## src/rtl/core/xcfd_pkg.sv

```systemverilog
// Shared types and codes for the XOR-checked frame deframer.
`default_nettype none

package xcfd_pkg;

  localparam int unsigned ByteW  = 8;
  localparam int unsigned PhaseW = 3;
  localparam int unsigned CodeW  = 2;
  localparam int unsigned CfgIdxW = 2;

  // parser phases
  localparam logic [PhaseW-1:0] PH_HUNT    = 3'd0;
  localparam logic [PhaseW-1:0] PH_LEN     = 3'd1;
  localparam logic [PhaseW-1:0] PH_PAYLOAD = 3'd2;
  localparam logic [PhaseW-1:0] PH_CHECK   = 3'd3;
  localparam logic [PhaseW-1:0] PH_TAIL    = 3'd4;

  typedef enum logic [CodeW-1:0] {
    ST_GOOD     = 2'd0,
    ST_CHECKSUM = 2'd1,
    ST_TAIL     = 2'd2,
    ST_LENGTH   = 2'd3
  } status_e;

  typedef enum logic [CfgIdxW-1:0] {
    CFG_HEAD  = 2'd0,
    CFG_TAIL  = 2'd1,
    CFG_MAXPL = 2'd2
  } cfg_idx_e;

  typedef struct packed {
    logic [ByteW-1:0] head_byte;
    logic [ByteW-1:0] tail_byte;
    logic [ByteW-1:0] max_payload;
  } cfg_t;

  typedef struct packed {
    logic [ByteW-1:0] out_byte;
    logic             is_status;
    logic [CodeW-1:0] status_code;
  } res_t;

endpackage

`default_nettype wire

```

## src/rtl/core/xcfd_if.sv

```systemverilog
// Valid/ready channel interfaces for received bytes and parser results.
`default_nettype none

interface xcfd_byte_if;
  logic                      valid;
  logic                      ready;
  logic [xcfd_pkg::ByteW-1:0] rx_byte;

  modport source (output valid, output rx_byte, input ready);
  modport sink   (input valid, input rx_byte, output ready);
endinterface

interface xcfd_res_if;
  logic                       valid;
  logic                       ready;
  logic [xcfd_pkg::ByteW-1:0] out_byte;
  logic                       is_status;
  logic [xcfd_pkg::CodeW-1:0] status_code;

  modport source (output valid, output out_byte, output is_status, output status_code,
                  input ready);
  modport sink   (input valid, input out_byte, input is_status, input status_code,
                  output ready);
endinterface

`default_nettype wire

```

## src/rtl/core/xcfd_parser.sv

```systemverilog
// Frame parser: phase, length count, running XOR and one-byte step logic.
`default_nettype none

module xcfd_parser (
  input  wire logic                       clk_i,
  input  wire logic                       rst_ni,
  input  wire logic                       step_i,
  input  wire logic [xcfd_pkg::ByteW-1:0] byte_i,
  input  wire xcfd_pkg::cfg_t             cfg_i,
  output logic                            res_vld_o,
  output xcfd_pkg::res_t                  res_o
);

  logic [xcfd_pkg::PhaseW-1:0] phase_q, phase_d;
  logic [xcfd_pkg::ByteW-1:0]  left_q, left_d;
  logic [xcfd_pkg::ByteW-1:0]  xor_q, xor_d;
  logic                        ok_q, ok_d;

  always_comb begin
    phase_d   = phase_q;
    left_d    = left_q;
    xor_d     = xor_q;
    ok_d      = ok_q;
    res_vld_o = 1'b0;
    res_o     = '0;
    case (phase_q)
      xcfd_pkg::PH_LEN: begin
        if (byte_i > cfg_i.max_payload) begin
          phase_d           = xcfd_pkg::PH_HUNT;
          left_d            = '0;
          res_vld_o         = 1'b1;
          res_o.is_status   = 1'b1;
          res_o.status_code = xcfd_pkg::ST_LENGTH;
        end else begin
          xor_d   = '0;
          ok_d    = 1'b0;
          left_d  = byte_i;
          phase_d = (byte_i == '0) ? xcfd_pkg::PH_CHECK : xcfd_pkg::PH_PAYLOAD;
        end
      end
      xcfd_pkg::PH_PAYLOAD: begin
        xor_d  = xor_q ^ byte_i;
        left_d = left_q - xcfd_pkg::ByteW'(1);
        // a count of zero wraps and keeps the frame in payload, as the count does
        if (left_q == xcfd_pkg::ByteW'(1)) begin
          phase_d = xcfd_pkg::PH_CHECK;
        end
        res_vld_o      = 1'b1;
        res_o.out_byte = byte_i;
      end
      xcfd_pkg::PH_CHECK: begin
        ok_d    = (byte_i == xor_q);
        phase_d = xcfd_pkg::PH_TAIL;
      end
      xcfd_pkg::PH_TAIL: begin
        phase_d         = xcfd_pkg::PH_HUNT;
        res_vld_o       = 1'b1;
        res_o.is_status = 1'b1;
        if (byte_i != cfg_i.tail_byte) begin
          res_o.status_code = xcfd_pkg::ST_TAIL;
        end else if (ok_q) begin
          res_o.status_code = xcfd_pkg::ST_GOOD;
        end else begin
          res_o.status_code = xcfd_pkg::ST_CHECKSUM;
        end
      end
      default: begin
        phase_d = (byte_i == cfg_i.head_byte) ? xcfd_pkg::PH_LEN : xcfd_pkg::PH_HUNT;
      end
    endcase
  end

  always_ff @(posedge clk_i or negedge rst_ni) begin
    if (!rst_ni) begin
      phase_q <= xcfd_pkg::PH_HUNT;
      left_q  <= '0;
      xor_q   <= '0;
      ok_q    <= 1'b0;
    end else if (step_i) begin
      phase_q <= phase_d;
      left_q  <= left_d;
      xor_q   <= xor_d;
      ok_q    <= ok_d;
    end
  end

endmodule

`default_nettype wire

```

## src/rtl/core/xcfd_out_stage.sv

```systemverilog
// Result register between the parser and the output channel.
`default_nettype none

module xcfd_out_stage (
  input  wire logic           clk_i,
  input  wire logic           rst_ni,
  input  wire logic           load_i,
  input  wire xcfd_pkg::res_t res_i,
  output logic                free_o,
  xcfd_res_if.source          res_o
);

  logic           vld_q, vld_d;
  xcfd_pkg::res_t data_q;

  // free when empty or the held transaction leaves this cycle
  assign free_o = !vld_q || res_o.ready;

  always_comb begin
    vld_d = vld_q;
    if (load_i) begin
      vld_d = 1'b1;
    end else if (res_o.ready) begin
      vld_d = 1'b0;
    end
  end

  always_ff @(posedge clk_i or negedge rst_ni) begin
    if (!rst_ni) begin
      vld_q <= 1'b0;
    end else begin
      vld_q <= vld_d;
    end
  end

  always_ff @(posedge clk_i) begin
    if (load_i) begin
      data_q <= res_i;
    end
  end

  assign res_o.valid       = vld_q;
  assign res_o.out_byte    = data_q.out_byte;
  assign res_o.is_status   = data_q.is_status;
  assign res_o.status_code = data_q.status_code;

endmodule

`default_nettype wire

```

## src/rtl/core/xor_checked_frame_deframer.sv

```systemverilog
// An accepted byte passes the input register and then the result register on its way to the output channel.
// Throughput: one byte per cycle unless the output stalls, also for a byte that yields no result.
// The input register advances only when the result register is free, so a stalled
// output holds one byte at each stage and no more.
// Reset (rst_ni low, asynchronous): both stages empty, parser hunting for the head
// byte, registers back to head 0xAA, tail 0x55, max payload 255.
`default_nettype none

module xor_checked_frame_deframer (
  input  wire logic                         clk_i,
  input  wire logic                         rst_ni,
  input  wire logic                         cfg_we_i,
  input  wire logic [xcfd_pkg::CfgIdxW-1:0] cfg_idx_i,
  input  wire logic [xcfd_pkg::ByteW-1:0]   cfg_wdata_i,
  xcfd_byte_if.sink                         rx_i,
  xcfd_res_if.source                        res_o
);

  xcfd_pkg::cfg_t             cfg_q;
  logic                       in_vld_q, in_vld_d;
  logic [xcfd_pkg::ByteW-1:0] in_byte_q;
  logic                       out_free;
  logic                       step;
  logic                       res_vld;
  xcfd_pkg::res_t             res;

  always_ff @(posedge clk_i or negedge rst_ni) begin
    if (!rst_ni) begin
      cfg_q.head_byte   <= 8'hAA;
      cfg_q.tail_byte   <= 8'h55;
      cfg_q.max_payload <= 8'hFF;
    end else if (cfg_we_i) begin
      case (cfg_idx_i)
        xcfd_pkg::CFG_HEAD:  cfg_q.head_byte   <= cfg_wdata_i;
        xcfd_pkg::CFG_TAIL:  cfg_q.tail_byte   <= cfg_wdata_i;
        xcfd_pkg::CFG_MAXPL: cfg_q.max_payload <= cfg_wdata_i;
        default: ;
      endcase
    end
  end

  // input register moves on to the parser whenever the result side can take it
  assign step       = in_vld_q && out_free;
  assign rx_i.ready = !in_vld_q || out_free;

  always_comb begin
    in_vld_d = in_vld_q;
    if (rx_i.valid && rx_i.ready) begin
      in_vld_d = 1'b1;
    end else if (step) begin
      in_vld_d = 1'b0;
    end
  end

  always_ff @(posedge clk_i or negedge rst_ni) begin
    if (!rst_ni) begin
      in_vld_q <= 1'b0;
    end else begin
      in_vld_q <= in_vld_d;
    end
  end

  always_ff @(posedge clk_i) begin
    if (rx_i.valid && rx_i.ready) begin
      in_byte_q <= rx_i.rx_byte;
    end
  end

  xcfd_parser u_parser (
    .clk_i     (clk_i),
    .rst_ni    (rst_ni),
    .step_i    (step),
    .byte_i    (in_byte_q),
    .cfg_i     (cfg_q),
    .res_vld_o (res_vld),
    .res_o     (res)
  );

  xcfd_out_stage u_out (
    .clk_i  (clk_i),
    .rst_ni (rst_ni),
    .load_i (step && res_vld),
    .res_i  (res),
    .free_o (out_free),
    .res_o  (res_o)
  );

  a_status_no_byte: assert property (@(posedge clk_i) disable iff (!rst_ni)
    res_o.valid && res_o.is_status |-> res_o.out_byte == '0)
    else $error("status transaction carries a payload byte");

  a_payload_good_code: assert property (@(posedge clk_i) disable iff (!rst_ni)
    res_o.valid && !res_o.is_status |-> res_o.status_code == xcfd_pkg::ST_GOOD)
    else $error("payload transaction carries a status code");

  a_input_held_on_stall: assert property (@(posedge clk_i) disable iff (!rst_ni)
    in_vld_q && res_o.valid && !res_o.ready |=> in_vld_q && $stable(in_byte_q))
    else $error("input stage lost a byte while the output was stalled");

  a_out_held_on_stall: assert property (@(posedge clk_i) disable iff (!rst_ni)
    res_o.valid && !res_o.ready |=> res_o.valid && $stable(res_o.out_byte)
      && $stable(res_o.is_status) && $stable(res_o.status_code))
    else $error("result register dropped a transaction under backpressure");

endmodule

`default_nettype wire

```

## src/flat_wrapper.sv

```systemverilog
// flat-port wrapper written by rule: the top's interface ports become plain ports
module xor_checked_frame_deframer_flat 
  (clk_i, rst_ni, cfg_we_i, cfg_idx_i, cfg_wdata_i, rx_i_valid, rx_i_rx_byte, rx_i_ready, res_o_valid, res_o_out_byte, res_o_is_status, res_o_status_code, res_o_ready);
  xcfd_byte_if rx_i_i ();
  xcfd_res_if res_o_i ();
  input  wire logic clk_i;
  input  wire logic rst_ni;
  input  wire logic cfg_we_i;
  input  wire logic [xcfd_pkg::CfgIdxW-1:0] cfg_idx_i;
  input  wire logic [xcfd_pkg::ByteW-1:0] cfg_wdata_i;
  input wire logic [$bits(rx_i_i.valid)-1:0] rx_i_valid;
  input wire logic [$bits(rx_i_i.rx_byte)-1:0] rx_i_rx_byte;
  output wire logic [$bits(rx_i_i.ready)-1:0] rx_i_ready;
  output wire logic [$bits(res_o_i.valid)-1:0] res_o_valid;
  output wire logic [$bits(res_o_i.out_byte)-1:0] res_o_out_byte;
  output wire logic [$bits(res_o_i.is_status)-1:0] res_o_is_status;
  output wire logic [$bits(res_o_i.status_code)-1:0] res_o_status_code;
  input wire logic [$bits(res_o_i.ready)-1:0] res_o_ready;
  assign rx_i_i.valid = rx_i_valid;
  assign rx_i_i.rx_byte = rx_i_rx_byte;
  assign rx_i_ready = rx_i_i.ready;
  assign res_o_valid = res_o_i.valid;
  assign res_o_out_byte = res_o_i.out_byte;
  assign res_o_is_status = res_o_i.is_status;
  assign res_o_status_code = res_o_i.status_code;
  assign res_o_i.ready = res_o_ready;
  xor_checked_frame_deframer u_core (.clk_i(clk_i), .rst_ni(rst_ni), .cfg_we_i(cfg_we_i), .cfg_idx_i(cfg_idx_i), .cfg_wdata_i(cfg_wdata_i), .rx_i(rx_i_i), .res_o(res_o_i));
endmodule
```

## config.mk

```make
export PLATFORM = sky130hd
export DESIGN_NAME = xor_checked_frame_deframer_flat
export DESIGN_NICKNAME = d
export VERILOG_FILES = /design/src/rtl/core/xcfd_pkg.sv /design/src/rtl/core/xcfd_if.sv /design/src/rtl/core/xcfd_parser.sv /design/src/rtl/core/xcfd_out_stage.sv /design/src/rtl/core/xor_checked_frame_deframer.sv /design/src/flat_wrapper.sv
export SDC_FILE = /design/constraint.sdc
export NUM_CORES = 1
export LEC_CHECK = 0
export ABC_CLOCK_PERIOD_IN_PS = 3900
export BUFFER_PORTS_ARGS = -buffer_cell sky130_fd_sc_hd__buf_2
export CAP_MARGIN = 30
export CORE_MARGIN = 1
export CORE_UTILIZATION = 40
export CTS_CLUSTER_DIAMETER = 80
export DETAILED_ROUTE_END_ITERATION = 8
export GPL_ROUTABILITY_DRIVEN = 0
export GPL_TIMING_DRIVEN = 0
export PLACE_DENSITY = 0.61
export RECOVER_POWER = 100
export SKIP_LAST_GASP = 1
export SYNTH_ARGS = -nofsm -noshare
export SYNTH_HDL_FRONTEND = slang
export SYNTH_SLANG_ARGS = --single-unit
```

## constraint.sdc

```tcl
create_clock -name clk_i -period 3.9 [get_ports clk_i]
set_clock_uncertainty 0.2 [all_clocks]
set_input_delay 0.39 -clock clk_i [delete_from_list [all_inputs] [get_ports clk_i]]
set_output_delay 0.39 -clock clk_i [all_outputs]
set_load 0.05 [all_outputs]
```

==> metrics <==
DRC=0; Initial Util=between 40% and 50%; violated checks=capacitance limit, slew limit; Synth async-reset ratio=a little over two thirds; Final min period=between 3 and 4 ns; CTS tree=done; synthesized instance count=between 200 and 300; Final Max Tran Viols=33; row count=33; Lkg Pwr=1.57 nW; first-pass GRT wire length=~12000 um; Top Metal Used=met4; ys flop type=dfrtp_1; clock root buffer=clkbuf_8; DR iter-0 viols=about 100; share of cells above drive strength 1=roughly a quarter; largest net degree at the start of global routing=33; final hold vios=0; Routed WL=roughly 7400 um; Final TNS setup=0 ns; core area=~8200 sq um; critical-path cell list=inv_1, ha_1, nor2b_1, o211ai_1, a21oi_1, o22a_1, a21oi_1, o31ai_1, clkbuf_1; Worst VDD drop=around 0.00024 V; vias post-DR=about 2400; vias in the first global route=about 2400; met1 WL=3410 um; Avg WL per Cell=about 16 um; Worst Tran Pin Value=between 1.5 and 2 ns; Post-synth EDFFs=19; detailed placement HPWL=about 5200 um; status=finished, violations left; CP Buf/Inv Count=2; Syn. warnings=0; Util after Layout=a little under half; clock buffer count from CTS=9; #FFs+latches synth=65; final worst path period share=between 80% and 90%; Worst Path Class, Setup=flop to flop; Setup crit end kind=flop; die area=8760 sq um; critical path's slowest cell=o31ai_1; crit-path leading delay family=compound AO/OA/AOI/OAI gates; Cell Area, Synth=about 3400 sq um; Area Overhead vs Synth=16.2%; register area share after synthesis=between 50% and 60%; nets@finish=between 300 and 400; RSZ-0062 raised after global routing=no; worst-case clock buffer depth=2; total track usage=between 10% and 20%; synth unique cells=between 40 and 50; CP Data Required Time=around 3.7 ns; Die W=between 90 and 100 um; clock latency at the later pin of the worst-skew pair=about 0.35 ns; port buffer count=35; metal2 WL=3580 um; initial antenna violation count=0; Gates resized, CTS repair=0; Overflow after GRT=0; total chip power=about 0.0025 W; CP arrival=3.07 ns; TritonRoute pass-1 iters=4; Routed Antenna Nets=0; fmax=slightly above 300 MHz; Synth Area per Inst=11.2 sq um; clock sinks=65; diode count=0; Syn Nets=332; Final Setup Violations=0; CTS clk-pin slew, worst paths=roughly 0.07 ns; H-Tree Depth=3; cell repeated most along the worst path=a21oi_1; Die Ht=roughly 94 um; Worst slew margin=-16.9%; CP max FO=7; max cap viols=1; drt via density=approximately 5.3; Hold Crit Class=primary input to flop; WL met3=~340 um; setup repair bufs after CTS=0; IO Count=36; most frequent cells in the layout=30 x a21oi_1, 30 x dfrtp_1, 25 x mux2_2; CP startpoint kind=flop; Max stage delay on crit path=0.64 ns; hold_buf cts=1; PD cells=650 nW/um^2
[final cells by class]
cell class                      instances  area, sq um
Fill cell                             781         4280
Sequential cell                        65         1740
Multi-Input combinational cell        206         1470
Timing Repair Buffer                   43          223
Clock buffer                           11          163
Tap cell                              105          131
Buffer                                 16         95.1
Inverter                               12         45.0
Clock inverter                          5         36.3
[path summary, 6_finish.rpt]
path	from	end	slack, ns	cells after the start
max	u_core.cfg_q[1]	u_core.u_out.res_o.out_byte[4]	0.65	9
min	rx_i_rx_byte[5]	u_core.in_byte_q[5]	0.02	1
max reg2reg	u_core.cfg_q[1]	u_core.u_out.res_o.out_byte[4]	0.65	9
min reg2reg	u_core.u_parser.ok_q	u_core.u_parser.ok_q	0.31	1
max in group asynchronous	rst_ni	u_core.cfg_q[13]	0.91	3
min in group asynchronous	rst_ni	u_core.u_parser.phase_q[1]	0.47	2
[where the power goes]
group | internal [W] | switching (W) | total, W
registers | 0.000905 | 0.000112 | 0.00102
logic | 0.000339 | 0.000618 | 0.000957
clock network | 0.000288 | 0.000272 | 0.000560
total | 0.00153 | 0.00100 | 0.00253
[flip-flops by register name (all words and copies together) (netlist names), 2 cells and up]
signal / cells
u_core.u_out.res_o.out_byte: 8
u_core.u_parser.xor_q: 8
u_core.u_parser.left_q: 8
u_core.cfg_q: 24
u_core.u_parser.phase_q: 3
u_core.u_out.res_o.status_code: 2
u_core.in_byte_q: 8
[per-layer routing]
metal,vias to the layer above,global-route usage (%)
li1,1191,-
met3,8,5.93
met2,56,31.4
met5,-,0
met1,1181,23.8
met4,0,4.36
[stage by stage]
step                area (sq um)  worst slack, ns  hold WS [ns]  cells
finish                      3900            0.653        0.0161    463
global route                3900            0.391       0.00337    463
CTS                         3900            0.737      0.000483    458
detailed placement          3690            0.767         0.152    441
global placement            3660            0.422         0.294    439
floorplan                   3360            0.885        -0.106    299
[worst reg2reg max path, stage by stage, from the launching register on]
cell and delay, ns:
dfstp_2 0.53, inv_1 0.04, ha_1 0.28, nor2b_1 0.13
o211ai_1 0.09, a21oi_1 0.14, o22a_1 0.32, a21oi_1 0.18
o31ai_1 0.64, clkbuf_1 0.37
[synth_stat cells, types with 8 or more instances]
master     n  area share, %
a21oi_1   30            4.5
dfrtp_1   30             22
dfstp_2   16             13
edfxtp_1  19             17
ha_1      10            3.7
inv_1     12            1.3
mux2_2    25            8.4
nand2_1   15            1.7
nor2_1    12            1.3
nor4_1     8            1.5
o21ai_1   10            1.5
xnor2_1   16            4.2
xor2_1     9            2.3
[logic make-up after synthesis]
| kind of cell | synth area share [%] |
|---|---|
| xor gates and xnor gates | 6.52 |
| buffers and inverters | 4.21 |
| muxes | 8.39 |
| DFF | 51.9 |
| and+or+nand+nor | 12.1 |
| AOI/OAI and AO/OA | 13.1 |
| adders and majority gates | 3.73 |
Power figures use the tool's default switching activity.
